==> src/sv/rtpf_pkg.sv <==
`default_nettype none
package rtpf_pkg;

  localparam int SAMPLE_BITS_DEF  = 12;
  localparam int WINDOW_DEPTH_DEF = 10;
  localparam int PIXEL_BITS       = 10;
  localparam int TICK_BITS        = 32;
  localparam int CMD_BITS         = 2;
  localparam int CFG_IDX_BITS     = 3;

  localparam logic [15:0] RST_OUTSIDE_THR = 16'd3995;
  localparam logic [15:0] RST_X_CAL_MIN   = 16'd500;
  localparam logic [15:0] RST_X_CAL_MAX   = 16'd3460;
  localparam logic [15:0] RST_Y_CAL_MIN   = 16'd530;
  localparam logic [15:0] RST_Y_CAL_MAX   = 16'd3660;
  localparam logic [PIXEL_BITS-1:0] RST_SCREEN_W = 10'd240;
  localparam logic [PIXEL_BITS-1:0] RST_SCREEN_H = 10'd320;

  typedef enum logic [CFG_IDX_BITS-1:0] {
    REG_INITIALIZED = 3'd0,
    REG_OUTSIDE_THR = 3'd1,
    REG_X_CAL_MIN   = 3'd2,
    REG_X_CAL_MAX   = 3'd3,
    REG_Y_CAL_MIN   = 3'd4,
    REG_Y_CAL_MAX   = 3'd5,
    REG_SCREEN_W    = 3'd6,
    REG_SCREEN_H    = 3'd7
  } reg_idx_t;

  typedef enum logic [CMD_BITS-1:0] {
    CMD_SAMPLE   = 2'd0,
    CMD_PEN_DOWN = 2'd1,
    CMD_PEN_UP   = 2'd2
  } cmd_t;

  typedef enum logic [2:0] {
    STS_SUCCESS  = 3'd0,
    STS_NO_TOUCH = 3'd1,
    STS_OUTSIDE  = 3'd2,
    STS_NOT_INIT = 3'd3,
    STS_ACK      = 3'd4
  } status_t;

  typedef enum logic [1:0] {
    TS_IDLE = 2'd0,
    TS_DOWN = 2'd1,
    TS_MOVE = 2'd2
  } tstate_t;

  localparam logic [1:0] PT_NONE = 2'd0;
  localparam logic [1:0] PT_UP   = 2'd3;

  typedef struct packed {
    status_t    status;
    logic [1:0] point_state;
    tstate_t    cur_state;
    logic       do_map;
  } rtpf_job_t;

endpackage
`default_nettype wire

==> src/sv/rtpf_div.sv <==
`default_nettype none
module rtpf_div #(
  parameter int NUM_W = 22,
  parameter int DEN_W = 12
) (
  input  wire logic             clk,
  input  wire logic             rst_n,
  input  wire logic             start,
  input  wire logic [NUM_W-1:0] num,
  input  wire logic [DEN_W-1:0] den,
  output logic                  busy,
  output logic [NUM_W-1:0]      quo
);

  localparam int NUM_P = NUM_W + (NUM_W % 2);
  localparam int STEPS = NUM_P / 2;
  localparam int CNT_W = $clog2(STEPS + 1);

  logic [DEN_W-1:0] rem_r, rem_nxt;
  logic [NUM_P-1:0] quo_r, quo_nxt;
  logic [DEN_W-1:0] den_r;
  logic [CNT_W-1:0] cnt_r;
  logic             busy_r;
  logic [DEN_W:0]   trial;
  logic             qbit;

  // Two restoring steps per cycle; the remainder stays below the divisor whenever the divisor is nonzero.
  always_comb begin
    rem_nxt = rem_r;
    quo_nxt = quo_r;
    trial   = '0;
    qbit    = 1'b0;
    for (int i = 0; i < 2; i++) begin
      trial = {rem_nxt, quo_nxt[NUM_P-1]};
      if (trial >= {1'b0, den_r}) begin
        trial = trial - {1'b0, den_r};
        qbit  = 1'b1;
      end else begin
        qbit  = 1'b0;
      end
      rem_nxt = trial[DEN_W-1:0];
      quo_nxt = {quo_nxt[NUM_P-2:0], qbit};
    end
  end

  always_ff @(posedge clk) begin
    if (!rst_n) begin
      busy_r <= 1'b0;
      cnt_r  <= '0;
    end else if (start) begin
      busy_r <= 1'b1;
      cnt_r  <= CNT_W'(STEPS);
    end else if (busy_r) begin
      busy_r <= (cnt_r != CNT_W'(1));
      cnt_r  <= cnt_r - CNT_W'(1);
    end
  end

  always_ff @(posedge clk) begin
    if (start) begin
      rem_r <= '0;
      quo_r <= NUM_P'(num);
      den_r <= den;
    end else if (busy_r) begin
      rem_r <= rem_nxt;
      quo_r <= quo_nxt;
    end
  end

  assign busy = busy_r;
  assign quo  = quo_r[NUM_W-1:0];

endmodule
`default_nettype wire

==> src/sv/rtpf_queue.sv <==
`default_nettype none
module rtpf_queue #(
  parameter int W = 8
) (
  input  wire logic         clk,
  input  wire logic         rst_n,
  input  wire logic         push,
  input  wire logic [W-1:0] push_data,
  output logic              push_ready,
  input  wire logic         pop,
  output logic [W-1:0]      pop_data,
  output logic              pop_valid
);

  logic [W-1:0] mem_r [2];
  logic         wr_ptr_r;
  logic         rd_ptr_r;
  logic [1:0]   count_r;

  assign push_ready = (count_r != 2'd2);
  assign pop_valid  = (count_r != 2'd0);
  assign pop_data   = mem_r[rd_ptr_r];

  always_ff @(posedge clk) begin
    if (!rst_n) begin
      wr_ptr_r <= 1'b0;
      rd_ptr_r <= 1'b0;
      count_r  <= 2'd0;
    end else begin
      if (push) begin
        wr_ptr_r <= ~wr_ptr_r;
      end
      if (pop) begin
        rd_ptr_r <= ~rd_ptr_r;
      end
      if (push && !pop) begin
        count_r <= count_r + 2'd1;
      end else if (pop && !push) begin
        count_r <= count_r - 2'd1;
      end
    end
  end

  always_ff @(posedge clk) begin
    if (push) begin
      mem_r[wr_ptr_r] <= push_data;
    end
  end

endmodule
`default_nettype wire

==> src/sv/rtpf_front.sv <==
`default_nettype none
module rtpf_front #(
  parameter int SAMPLE_BITS  = rtpf_pkg::SAMPLE_BITS_DEF,
  parameter int WINDOW_DEPTH = rtpf_pkg::WINDOW_DEPTH_DEF,
  parameter int SUM_W        = SAMPLE_BITS + $clog2(WINDOW_DEPTH)
) (
  input  wire logic                             clk,
  input  wire logic                             rst_n,
  input  wire logic                             in_valid,
  output logic                                  in_ready,
  input  wire logic [rtpf_pkg::CMD_BITS-1:0]    in_cmd,
  input  wire logic [SAMPLE_BITS-1:0]           in_x_raw,
  input  wire logic [SAMPLE_BITS-1:0]           in_y_raw,
  input  wire logic                             cfg_initialized,
  input  wire logic [SAMPLE_BITS-1:0]           cfg_outside_thr,
  input  wire logic                             q_ready,
  output logic                                  q_push,
  output rtpf_pkg::rtpf_job_t                   job,
  output logic [SUM_W-1:0]                      x_sum,
  output logic [SUM_W-1:0]                      y_sum
);

  import rtpf_pkg::*;

  tstate_t                ts_r, ts_nxt;
  logic [SAMPLE_BITS-1:0] xwin_r [WINDOW_DEPTH];
  logic [SAMPLE_BITS-1:0] ywin_r [WINDOW_DEPTH];
  logic [SUM_W-1:0]       xsum_r, xsum_nxt;
  logic [SUM_W-1:0]       ysum_r, ysum_nxt;
  logic                   push_x, push_y;
  logic                   accept;

  assign in_ready = q_ready;
  assign accept   = in_valid && q_ready;
  assign q_push   = accept;

  always_comb begin
    ts_nxt           = ts_r;
    push_x           = 1'b0;
    push_y           = 1'b0;
    job.status       = STS_ACK;
    job.point_state  = PT_NONE;
    job.do_map       = 1'b0;
    case (cmd_t'(in_cmd))
      CMD_PEN_DOWN: begin
        if (ts_r == TS_IDLE) begin
          ts_nxt = TS_DOWN;
        end
      end
      CMD_PEN_UP: begin
        ts_nxt          = TS_IDLE;
        job.point_state = PT_UP;
      end
      CMD_SAMPLE: begin
        if (!cfg_initialized) begin
          job.status = STS_NOT_INIT;
        end else if (ts_r == TS_IDLE) begin
          job.status = STS_NO_TOUCH;
        end else begin
          push_x = 1'b1;
          if (in_x_raw > cfg_outside_thr) begin
            job.status = STS_OUTSIDE;
          end else begin
            push_y          = 1'b1;
            job.do_map      = 1'b1;
            job.point_state = ts_r;
            ts_nxt          = TS_MOVE;
            job.status      = STS_SUCCESS;
          end
        end
      end
      default: begin
      end
    endcase
    job.cur_state = ts_nxt;
  end

  // Running sums: drop the oldest entry and add the new reading.
  assign xsum_nxt = push_x ? (xsum_r - SUM_W'(xwin_r[0]) + SUM_W'(in_x_raw)) : xsum_r;
  assign ysum_nxt = push_y ? (ysum_r - SUM_W'(ywin_r[0]) + SUM_W'(in_y_raw)) : ysum_r;
  assign x_sum    = xsum_nxt;
  assign y_sum    = ysum_nxt;

  always_ff @(posedge clk) begin
    if (!rst_n) begin
      ts_r   <= TS_IDLE;
      xsum_r <= '0;
      ysum_r <= '0;
      for (int i = 0; i < WINDOW_DEPTH; i++) begin
        xwin_r[i] <= '0;
        ywin_r[i] <= '0;
      end
    end else if (accept) begin
      ts_r   <= ts_nxt;
      xsum_r <= xsum_nxt;
      ysum_r <= ysum_nxt;
      if (push_x) begin
        for (int i = 0; i < WINDOW_DEPTH - 1; i++) begin
          xwin_r[i] <= xwin_r[i+1];
        end
        xwin_r[WINDOW_DEPTH-1] <= in_x_raw;
      end
      if (push_y) begin
        for (int i = 0; i < WINDOW_DEPTH - 1; i++) begin
          ywin_r[i] <= ywin_r[i+1];
        end
        ywin_r[WINDOW_DEPTH-1] <= in_y_raw;
      end
    end
  end

endmodule
`default_nettype wire

==> src/sv/rtpf_back.sv <==
`default_nettype none
module rtpf_back #(
  parameter int SAMPLE_BITS  = rtpf_pkg::SAMPLE_BITS_DEF,
  parameter int WINDOW_DEPTH = rtpf_pkg::WINDOW_DEPTH_DEF,
  parameter int SUM_W        = SAMPLE_BITS + $clog2(WINDOW_DEPTH)
) (
  input  wire logic                                clk,
  input  wire logic                                rst_n,
  input  wire logic                                job_valid,
  output logic                                     job_pop,
  input  wire rtpf_pkg::rtpf_job_t                 job,
  input  wire logic [rtpf_pkg::TICK_BITS-1:0]      job_tick,
  input  wire logic [SUM_W-1:0]                    job_x_sum,
  input  wire logic [SUM_W-1:0]                    job_y_sum,
  input  wire logic [SAMPLE_BITS-1:0]              x_lo,
  input  wire logic [SAMPLE_BITS-1:0]              x_hi,
  input  wire logic [SAMPLE_BITS-1:0]              y_lo,
  input  wire logic [SAMPLE_BITS-1:0]              y_hi,
  input  wire logic [rtpf_pkg::PIXEL_BITS-1:0]     scr_w,
  input  wire logic [rtpf_pkg::PIXEL_BITS-1:0]     scr_h,
  output logic                                     out_valid,
  input  wire logic                                out_ready,
  output logic [2:0]                               out_status,
  output logic [rtpf_pkg::PIXEL_BITS-1:0]          out_x_pixel,
  output logic [rtpf_pkg::PIXEL_BITS-1:0]          out_y_pixel,
  output logic [1:0]                               out_point_state,
  output logic [rtpf_pkg::TICK_BITS-1:0]           out_point_tick,
  output logic [1:0]                               out_current_state
);

  import rtpf_pkg::*;

  localparam int NUM_W  = SAMPLE_BITS + PIXEL_BITS;
  localparam int AVG_SH = SUM_W + $clog2(WINDOW_DEPTH);
  localparam int REC_W  = SUM_W + 1;
  localparam int AVGP_W = SUM_W + REC_W;
  localparam logic [63:0] AVG_REC_FULL =
    ((64'd1 << AVG_SH) + 64'(WINDOW_DEPTH - 1)) / 64'(WINDOW_DEPTH);
  localparam logic [REC_W-1:0] AVG_REC = AVG_REC_FULL[REC_W-1:0];

  typedef enum logic [6:0] {
    B_IDLE   = 7'b0000001,
    B_AVG    = 7'b0000010,
    B_CLAMP  = 7'b0000100,
    B_MUL    = 7'b0001000,
    B_MSTART = 7'b0010000,
    B_MAP    = 7'b0100000,
    B_DONE   = 7'b1000000
  } bstate_t;

  bstate_t                state_r, state_nxt;
  rtpf_job_t              job_r;
  logic [TICK_BITS-1:0]   tick_r;
  logic [SUM_W-1:0]       xs_r, ys_r;
  logic [SAMPLE_BITS-1:0] xavg_r, yavg_r;
  logic [SAMPLE_BITS-1:0] xd_r, yd_r;
  logic [NUM_W-1:0]       xprod_r, yprod_r;
  logic [PIXEL_BITS-1:0]  xp_r, yp_r;
  logic                   out_valid_r;
  logic [2:0]             out_status_r;
  logic [PIXEL_BITS-1:0]  out_xp_r, out_yp_r;
  logic [1:0]             out_ps_r, out_cs_r;
  logic [TICK_BITS-1:0]   out_tick_r;

  logic                   div_start;
  logic [AVGP_W-1:0]      xavg_prod, yavg_prod;
  logic [NUM_W-1:0]       xdiv_num, ydiv_num, xquo, yquo;
  logic [SAMPLE_BITS-1:0] xdiv_den, ydiv_den;
  logic                   xbusy, ybusy;
  logic                   out_load;

  function automatic logic [SAMPLE_BITS-1:0] clamp_diff(
    input logic [SAMPLE_BITS-1:0] avg,
    input logic [SAMPLE_BITS-1:0] lo,
    input logic [SAMPLE_BITS-1:0] hi
  );
    logic [SAMPLE_BITS-1:0] c;
    c = (avg < lo) ? lo : ((avg > hi) ? hi : avg);
    return hi - c;
  endfunction

  assign job_pop   = (state_r == B_IDLE) && job_valid;
  assign div_start = (state_r == B_MSTART);
  assign out_load  = (state_r == B_DONE) && (!out_valid_r || out_ready);

  // The window average is the sum times the rounded-up reciprocal of the depth,
  // which is exact for every sum the window can hold.
  assign xavg_prod = AVGP_W'(xs_r) * AVGP_W'(AVG_REC);
  assign yavg_prod = AVGP_W'(ys_r) * AVGP_W'(AVG_REC);

  assign xdiv_num = xprod_r;
  assign ydiv_num = yprod_r;
  assign xdiv_den = x_hi - x_lo;
  assign ydiv_den = y_hi - y_lo;

  rtpf_div #(.NUM_W(NUM_W), .DEN_W(SAMPLE_BITS)) u_xdiv (
    .clk   (clk),
    .rst_n (rst_n),
    .start (div_start),
    .num   (xdiv_num),
    .den   (xdiv_den),
    .busy  (xbusy),
    .quo   (xquo)
  );

  rtpf_div #(.NUM_W(NUM_W), .DEN_W(SAMPLE_BITS)) u_ydiv (
    .clk   (clk),
    .rst_n (rst_n),
    .start (div_start),
    .num   (ydiv_num),
    .den   (ydiv_den),
    .busy  (ybusy),
    .quo   (yquo)
  );

  always_comb begin
    state_nxt = state_r;
    case (state_r)
      B_IDLE: begin
        if (job_valid) begin
          state_nxt = job.do_map ? B_AVG : B_DONE;
        end
      end
      B_AVG: begin
        state_nxt = B_CLAMP;
      end
      B_CLAMP: begin
        state_nxt = B_MUL;
      end
      B_MUL: begin
        state_nxt = B_MSTART;
      end
      B_MSTART: begin
        state_nxt = B_MAP;
      end
      B_MAP: begin
        if (!xbusy && !ybusy) begin
          state_nxt = B_DONE;
        end
      end
      B_DONE: begin
        if (out_load) begin
          state_nxt = B_IDLE;
        end
      end
      default: begin
        state_nxt = B_IDLE;
      end
    endcase
  end

  always_ff @(posedge clk) begin
    if (!rst_n) begin
      state_r     <= B_IDLE;
      out_valid_r <= 1'b0;
    end else begin
      state_r <= state_nxt;
      if (out_load) begin
        out_valid_r <= 1'b1;
      end else if (out_ready) begin
        out_valid_r <= 1'b0;
      end
    end
  end

  always_ff @(posedge clk) begin
    if (job_pop) begin
      job_r  <= job;
      tick_r <= job_tick;
      xs_r   <= job_x_sum;
      ys_r   <= job_y_sum;
      xp_r   <= '0;
      yp_r   <= '0;
    end
    if (state_r == B_AVG) begin
      xavg_r <= xavg_prod[AVG_SH +: SAMPLE_BITS];
      yavg_r <= yavg_prod[AVG_SH +: SAMPLE_BITS];
    end
    if (state_r == B_CLAMP) begin
      xd_r <= clamp_diff(xavg_r, x_lo, x_hi);
      yd_r <= clamp_diff(yavg_r, y_lo, y_hi);
    end
    if (state_r == B_MUL) begin
      xprod_r <= NUM_W'(xd_r) * NUM_W'(scr_w);
      yprod_r <= NUM_W'(yd_r) * NUM_W'(scr_h);
    end
    if ((state_r == B_MAP) && !xbusy && !ybusy) begin
      xp_r <= (x_hi > x_lo) ? xquo[PIXEL_BITS-1:0] : '0;
      yp_r <= (y_hi > y_lo) ? yquo[PIXEL_BITS-1:0] : '0;
    end
    if (out_load) begin
      out_status_r <= job_r.status;
      out_xp_r     <= xp_r;
      out_yp_r     <= yp_r;
      out_ps_r     <= job_r.point_state;
      out_cs_r     <= job_r.cur_state;
      out_tick_r   <= tick_r;
    end
  end

  assign out_valid         = out_valid_r;
  assign out_status        = out_status_r;
  assign out_x_pixel       = out_xp_r;
  assign out_y_pixel       = out_yp_r;
  assign out_point_state   = out_ps_r;
  assign out_point_tick    = out_tick_r;
  assign out_current_state = out_cs_r;

endmodule
`default_nettype wire

==> src/sv/resistive_touch_point_filter.sv <==
`default_nettype none
// Touch point filter for a resistive panel. Pen-down, pen-up and sample events enter on
// the input channel and each one gives exactly one result. A sample that needs mapping
// holds the back end while a reciprocal multiply forms each window average, the clamped
// average is scaled by the screen size, and a pair of radix-4 restoring dividers divide
// it by the calibration span. Events and samples that report a status without
// coordinates skip these steps and go straight to the result. The front end updates the
// touch state and the moving-average windows as soon as an item is accepted and hands it
// to a two-entry queue, so up to two further input transfers go ahead while the back end
// is busy or a result waits.
module resistive_touch_point_filter #(
  parameter int SAMPLE_BITS  = rtpf_pkg::SAMPLE_BITS_DEF,
  parameter int WINDOW_DEPTH = rtpf_pkg::WINDOW_DEPTH_DEF
) (
  input  wire logic                                clk,
  input  wire logic                                rst_n,
  input  wire logic                                in_valid,
  output logic                                     in_ready,
  input  wire logic [rtpf_pkg::CMD_BITS-1:0]       in_cmd,
  input  wire logic [SAMPLE_BITS-1:0]              in_x_raw,
  input  wire logic [SAMPLE_BITS-1:0]              in_y_raw,
  input  wire logic [rtpf_pkg::TICK_BITS-1:0]      in_tick,
  output logic                                     out_valid,
  input  wire logic                                out_ready,
  output logic [2:0]                               out_status,
  output logic [rtpf_pkg::PIXEL_BITS-1:0]          out_x_pixel,
  output logic [rtpf_pkg::PIXEL_BITS-1:0]          out_y_pixel,
  output logic [1:0]                               out_point_state,
  output logic [rtpf_pkg::TICK_BITS-1:0]           out_point_tick,
  output logic [1:0]                               out_current_state,
  input  wire logic                                cfg_we,
  input  wire logic [rtpf_pkg::CFG_IDX_BITS-1:0]   cfg_index,
  input  wire logic [((SAMPLE_BITS > rtpf_pkg::PIXEL_BITS) ?
                      SAMPLE_BITS : rtpf_pkg::PIXEL_BITS)-1:0] cfg_wdata
);

  import rtpf_pkg::*;

  localparam int SUM_W = SAMPLE_BITS + $clog2(WINDOW_DEPTH);
  localparam int JOB_W = $bits(rtpf_job_t) + TICK_BITS + 2 * SUM_W;

  logic                   init_r;
  logic [SAMPLE_BITS-1:0] thr_r, xmin_r, xmax_r, ymin_r, ymax_r;
  logic [PIXEL_BITS-1:0]  scr_w_r, scr_h_r;

  rtpf_job_t              f_job, b_job;
  logic [SUM_W-1:0]       f_xsum, f_ysum, b_xsum, b_ysum;
  logic [TICK_BITS-1:0]   b_tick;
  logic                   q_push, q_ready, q_pop, q_valid;
  logic [JOB_W-1:0]       q_wdata, q_rdata;

  always_ff @(posedge clk) begin
    if (!rst_n) begin
      init_r  <= 1'b0;
      thr_r   <= SAMPLE_BITS'(RST_OUTSIDE_THR);
      xmin_r  <= SAMPLE_BITS'(RST_X_CAL_MIN);
      xmax_r  <= SAMPLE_BITS'(RST_X_CAL_MAX);
      ymin_r  <= SAMPLE_BITS'(RST_Y_CAL_MIN);
      ymax_r  <= SAMPLE_BITS'(RST_Y_CAL_MAX);
      scr_w_r <= RST_SCREEN_W;
      scr_h_r <= RST_SCREEN_H;
    end else if (cfg_we) begin
      case (reg_idx_t'(cfg_index))
        REG_INITIALIZED: init_r  <= cfg_wdata[0];
        REG_OUTSIDE_THR: thr_r   <= cfg_wdata[SAMPLE_BITS-1:0];
        REG_X_CAL_MIN:   xmin_r  <= cfg_wdata[SAMPLE_BITS-1:0];
        REG_X_CAL_MAX:   xmax_r  <= cfg_wdata[SAMPLE_BITS-1:0];
        REG_Y_CAL_MIN:   ymin_r  <= cfg_wdata[SAMPLE_BITS-1:0];
        REG_Y_CAL_MAX:   ymax_r  <= cfg_wdata[SAMPLE_BITS-1:0];
        REG_SCREEN_W:    scr_w_r <= cfg_wdata[PIXEL_BITS-1:0];
        REG_SCREEN_H:    scr_h_r <= cfg_wdata[PIXEL_BITS-1:0];
        default: begin
        end
      endcase
    end
  end

  rtpf_front #(
    .SAMPLE_BITS  (SAMPLE_BITS),
    .WINDOW_DEPTH (WINDOW_DEPTH),
    .SUM_W        (SUM_W)
  ) u_front (
    .clk             (clk),
    .rst_n           (rst_n),
    .in_valid        (in_valid),
    .in_ready        (in_ready),
    .in_cmd          (in_cmd),
    .in_x_raw        (in_x_raw),
    .in_y_raw        (in_y_raw),
    .cfg_initialized (init_r),
    .cfg_outside_thr (thr_r),
    .q_ready         (q_ready),
    .q_push          (q_push),
    .job             (f_job),
    .x_sum           (f_xsum),
    .y_sum           (f_ysum)
  );

  assign q_wdata = {f_job, in_tick, f_xsum, f_ysum};

  rtpf_queue #(.W(JOB_W)) u_queue (
    .clk        (clk),
    .rst_n      (rst_n),
    .push       (q_push),
    .push_data  (q_wdata),
    .push_ready (q_ready),
    .pop        (q_pop),
    .pop_data   (q_rdata),
    .pop_valid  (q_valid)
  );

  assign {b_job, b_tick, b_xsum, b_ysum} = q_rdata;

  rtpf_back #(
    .SAMPLE_BITS  (SAMPLE_BITS),
    .WINDOW_DEPTH (WINDOW_DEPTH),
    .SUM_W        (SUM_W)
  ) u_back (
    .clk               (clk),
    .rst_n             (rst_n),
    .job_valid         (q_valid),
    .job_pop           (q_pop),
    .job               (b_job),
    .job_tick          (b_tick),
    .job_x_sum         (b_xsum),
    .job_y_sum         (b_ysum),
    .x_lo              (xmin_r),
    .x_hi              (xmax_r),
    .y_lo              (ymin_r),
    .y_hi              (ymax_r),
    .scr_w             (scr_w_r),
    .scr_h             (scr_h_r),
    .out_valid         (out_valid),
    .out_ready         (out_ready),
    .out_status        (out_status),
    .out_x_pixel       (out_x_pixel),
    .out_y_pixel       (out_y_pixel),
    .out_point_state   (out_point_state),
    .out_point_tick    (out_point_tick),
    .out_current_state (out_current_state)
  );

endmodule
`default_nettype wire
==> config.mk <==
export PLATFORM = sky130hd
export DESIGN_NAME = resistive_touch_point_filter
export DESIGN_NICKNAME = d
export VERILOG_FILES = /design/src/sv/rtpf_pkg.sv /design/src/sv/rtpf_div.sv /design/src/sv/rtpf_queue.sv /design/src/sv/rtpf_front.sv /design/src/sv/rtpf_back.sv /design/src/sv/resistive_touch_point_filter.sv
export SDC_FILE = /design/constraint.sdc
export NUM_CORES = 2
export LEC_CHECK = 0
export ABC_AREA = 1
export BUFFER_PORTS_ARGS = -buffer_cell sky130_fd_sc_hd__buf_4
export CAP_MARGIN = 20
export CORE_MARGIN = 1
export CORE_UTILIZATION = 50
export CTS_CLUSTER_SIZE = 16
export DETAILED_ROUTE_END_ITERATION = 12
export PLACE_DENSITY = 0.66
export SETUP_SLACK_MARGIN = 0.5
export SYNTH_ARGS = -nofsm -noshare
export SYNTH_HDL_FRONTEND = slang
export SYNTH_HIERARCHICAL = 1
export SYNTH_SLANG_ARGS = --single-unit
==> constraint.sdc <==
create_clock -name clk -period 19.2 [get_ports clk]
set_input_delay 4.8 -clock clk [delete_from_list [all_inputs] [get_ports clk]]
set_output_delay 4.8 -clock clk [all_outputs]
set_load 0.02 [all_outputs]
# Yosys cells after proc, flatten, opt, wreduce, memory -nomap -nowiden
# Memory sizes are Yosys's and may differ from the RTL's. A register that Yosys moved wholly into a read port is not among the register bits.
# Cells that the tools add are included.
# Widths: inputs -> output; s select.
[classes] add_sub_neg=16 multipliers=4 order_cmp=11 n_eq_ne=22 mux=93 bitwise_logic=23 reduce_logical=33
[op_table] operator="$mux 12" n=28
[op_table] operator="$sub 12x12->12" n=8
[op_table] operator="$mux 22" n=4
[op_table] operator="$mul 16x16->31 const B" n=2
[op_table] operator="$gt 12x12->1" n=5
[op_table] operator="$ge 13x12->1" n=4
[op_table] operator="$mux 10" n=5
[op_table] operator="$pmux 7 s7" n=1
[op_table] operator="$mul 12x10->22" n=2
[op_table] operator="$add 16x12->16" n=2
[op_table] operator="$mux 16" n=2
[op_table] operator="$sub 16x12->16" n=2
[op_table] operator="$mux 1" n=30
[op_table] operator="$mux 7" n=4
[op_table] operator="$lt 12x12->1" n=2
[op_table] operator="$mux 2" n=10
[op_table] operator="$or 1x1->1" n=20
[op_table] operator="$mux 4" n=4
[op_table] operator="$reduce_and 2->1" n=8
[op_table] operator="$eq 3x3->1 const B" n=4
[op_table] operator="$reduce_bool 2->1" n=6
[op_table] operator="$mux 3" n=3
[op_table] operator="$logic_and 1x1->1" n=8
[op_table] operator="$ne 4x1->1 const B" n=2
[op_table] operator="25 further kinds" n=36
[totals] reg_bits=471 ram_bits=384 inputBits=78 out_inout_bits=61 elab_cells=253 memories=3
[mem_list] name="u_queue.mem_r" depth=2 width=72 read_ports=1 rd_clocked_by_memory_dff=1 wr=1 line_no="rtpf_queue.sv:15" rtl="logic [W-1:0] mem_r [2];"
[mem_list] name="u_front.xwin_r" depth=10 width=12 read_ports=10 rd_clocked_by_memory_dff=0 wr=10 line_no="rtpf_front.sv:26" rtl="logic [SAMPLE_BITS-1:0] xwin_r [WINDOW_DEPTH];"
[mem_list] name="u_front.ywin_r" depth=10 width=12 read_ports=10 rd_clocked_by_memory_dff=0 wr=10 line_no="rtpf_front.sv:27" rtl="logic [SAMPLE_BITS-1:0] ywin_r [WINDOW_DEPTH];"

# Depth between registers and ports, before layout
[logic_depth] depth_word=10 depth_mapped=28 ltp_nobuf=26

# By module
# The synthesis kept the hierarchy.
[by_module_without_submodules] mod="rtpf_back" n_inst=1 cells_per_inst=3244 area_per_inst_um2=29333.1 seq_area_each_um2=7427.1
[by_module_without_submodules] mod="rtpf_front" n_inst=1 cells_per_inst=1438 area_per_inst_um2=14428.8 seq_area_each_um2=7887.6
[by_module_without_submodules] mod="rtpf_div" n_inst=2 cells_per_inst=507 area_per_inst_um2=3669.8 seq_area_each_um2=1361.3
[by_module_without_submodules] mod="rtpf_queue" n_inst=1 cells_per_inst=259 area_per_inst_um2=5776.8 seq_area_each_um2=4424.2
[by_module_without_submodules] mod="resistive_touch_point_filter" n_inst=1 cells_per_inst=434 area_per_inst_um2=3086.7 seq_area_each_um2=1621.6

# Worst setup path before layout
# OpenSTA, ideal clock, no wires.
[synth_path] path_kind="in2reg" start="input port in_x_raw[11]" end="memory u_front/ywin_r[0][0] (netlist name) (enable)" setup_time_ps=765 arrival_ps=14278 required_ps=18435 path_slack_ps=4157 stages=10 path_buffers=1 cell_sequence="ha_1 nand2_1 inv_1 nand2_2 nor2_2 nand4_2 nand2_2 nand2_4 buf_6 o21ai_0"
[synth_lines] item="start: declaration" line_no="resistive_touch_point_filter.sv:20" rtl="input wire logic [SAMPLE_BITS-1:0] in_x_raw,"
[synth_lines] item="end: declaration" line_no="rtpf_front.sv:27"

==> flow_metrics.py <==
metrics = {
    "sta": {
        "fmax_mhz": 124,
        "rsz0062_at_grt": "false",
        "hold_violations": 0,
        "fin_skew_ns": 0.0302,
        "worst_pin_slew_ns": 1.09,
        "relSlewSlack": 0.274,
        "finalSetupTns_ns": 0,
        "layout_min_cycle_time_ns": 8.07,
        "slew_viol_final": 0,
        "setup_viol": 0,
        "post-route-period-util": 0.420,
    },
    "clocking": {
        "clk_path_buf_depth": 3,
        "path_clk_slew_ns": 0.06,
        "post_cts_buffers": 0,
        "worstSkewPairLatency_ns": 0.71,
        "clkSinkCount": 856,
        "numCtsBuffers": 95,
        "cts_root_buf": "clkbuf_16",
        "hold_buffers": 0,
        "ctsResizeCount": 0,
        "cts_tree": "built",
        "htreeDepth": 3,
    },
    "grt": {
        "grt_max_degree": 85,
        "grt_pass1_vias": 40287,
        "grt_pass1_wl_mm": 211,
        "grt_remaining_overflow": 0,
        "grt_antenna_before_repair": 3,
        "grt_use_total": 0.218,
    },
    "placed_design": {
        "place_hpwl_mm": 101,
        "finalWeightedCongestion": 0.939,
        "io_buffers": 138,
    },
    "floorplan": {
        "die_w_um": 348,
        "die-area_um2": 121000,
        "rows": 126,
        "start_util": 0.506,
        "die_h_um": 348,
        "ios": 139,
        "core_area_um2": 119000,
    },
    "routing": {
        "vias": 40381,
        "drt-initial-drc-count": 2630,
        "via_per_inst": 4.93,
        "postRouteAntennaNets": 0,
        "drc": 0,
        "avgRoutedWirePerCell_um": 15.9,
        "wl_mm": 130,
        "dr.pass1.iters": 6,
    },
    "finish": {
        "area_growth_pct": 9.56,
        "multi_input_area_um2": 29500,
        "final_common_cell": "inv_1",
        "nNetsFinal": 7476,
        "drive_gt1_frac": 0.0898,
        "nFillCells": 10576,
        "layout_common_cells": "inv_1, nand2_1, edfxtp_1, ha_1, nor2_1",
        "seq_area_um2": 24100,
    },
    "synthesis": {
        "synth_area_um2": 60000,
        "syn_inst": 6389,
        "yosysSeqAreaShare": 0.402,
        "netlist.area_leader.share": 0.348,
        "synth_flop_cell": "edfxtp_1",
        "syn-num-nets": 7366,
        "avgSynthCellArea_um2": 9.39,
        "synthDistinctLibCells": 62,
        "yosys.area.top_type": "edfxtp_1",
        "synth_warnings": 6,
        "synthTopCellsByArea": "edfxtp_1, fa_1, ha_1, inv_1, nand2_1",
        "async_flop_share": 0,
        "synth_seq_cells": 856,
        "synth_edf_count": 694,
    },
    "critical_path": {
        "cp-end-kind": "flip-flop",
        "cp_max_fo": 56,
        "critPathArrivalTime_ns": 8.50,
        "worstSetupStartpointType": "input pin",
        "worstSetupPathType": "in2reg",
        "required_ns": 19.63,
    },
    "outcome": {
        "status": "complete, no violations",
    },
    "job": {
        "drv_cap": 0,
    },
    "hold_path": {
        "hp-class": "reg2reg",
    },
}
## logic make-up (layout without fill, tap and decap cells)
group / after synthesis / in the layout / synth area share
XOR/XNOR: 148 / 148 / 0.0216
other: 0 / 2 / 0
AO/OA/AOI/OAI: 512 / 512 / 0.0483
AND/OR/NAND/NOR: 2294 / 2294 / 0.171
adder cells (fa/ha/maj): 899 / 899 / 0.231
flip-flops: 856 / 856 / 0.402
multiplexers: 72 / 72 / 0.0179
buffers and inverters: 1608 / 1800 / 0.108
## cells in the mapped netlist, types with 7 or more instances
library cell,number
inv_1,1449
nand2_1,1307
edfxtp_1,694
ha_1,553
nor2_1,462
fa_1,346
nand3_1,264
a21oi_1,218
dfxtp_1,162
o21ai_0,152
nor2_4,108
xor2_1,86
clkbuf_1,75
mux2_4,70
xnor2_1,62
nand4_1,37
nor3_1,36
a21o_1,32
buf_2,31
nand3_2,28
a31oi_1,24
o21bai_1,21
nand2_2,18
buf_12,17
buf_4,13
o22ai_1,9
inv_2,8
o21ai_1,8
a211oi_1,7
buf_6,7
## cell type report
type,instances,share of cell area
sequential,856,0.367
tap,1600,0.0305
clock inverter,59,0.0130
clock buffer,120,0.0394
antenna,2,0.0000762
multi-input combinational,3925,0.448
timing repair buffer,163,0.0187
inverter,1458,0.0834
## per-stage QoR
step / setup WS [ns] / std cells / hold WS, ns / util / area (um^2)
2_1_floorplan: 4.16 / 6389 / 0.400 / - / 60000
3_3_place_gp: 10.38 / 8000 / 0.401 / 0.525 / 62200
3_5_place_dp: 10.35 / 8000 / 0.405 / 0.525 / 62200
4_1_cts: 11.13 / 8179 / 0.414 / 0.554 / 65700
5_1_grt: 10.88 / 8182 / 0.417 / 0.554 / 65700
6_report: 11.13 / 8183 / 0.413 / 0.554 / 65700
## flip-flops by register name, indices dropped and copies added, names as in the netlist, 16 cells and up, named ones only
signal and cells:
u_back/ys_r 16, u_front/ywin_r 120, u_back/ydiv_num 22, u_front/ysum_r 16, u_back/u_ydiv/quo 22, u_queue/mem_r 144, u_back/xdiv_num 22, u_front/xsum_r 16
u_back/tick_r 32, u_back/out_point_tick 32, u_back/u_xdiv/quo 22, u_back/xs_r 16, u_front/xwin_r 120
## critical path: stages
cell	delay, ns
buf_4	0.12
nand2_1	0.06
buf_4	0.32
nor2_4	0.09
nand2_4	0.46
clkinv_4	0.21
nand2_8	0.57
buf_4	0.76
buf_4	0.88
nor2_1	0.08
## final timing paths
check	from	end	slack (ns)	cells past startpoint
worst max-delay path	in_valid	u_front/ywin_r[6][11]	11.13	10
worst min-delay path	u_back/tick_r[31]	u_back/out_point_tick[31]	0.41	0
worst max register to register	u_back/xs_r[5]	u_back/xavg_r[7]	13.70	18
worst min register to register	u_back/tick_r[31]	u_back/out_point_tick[31]	0.41	0
## metal layers
metal	GRT usage	wire, um	vias up
li1	-	-	20327
met1	0.289	58500	19090
met2	0.367	62000	751
met3	0.0276	5450	209
met4	0.0749	3880	4
met5	0	27	-
Power is not shown: default switching activity piles up to over one toggle a cycle in this logic, so the estimate is an artifact.
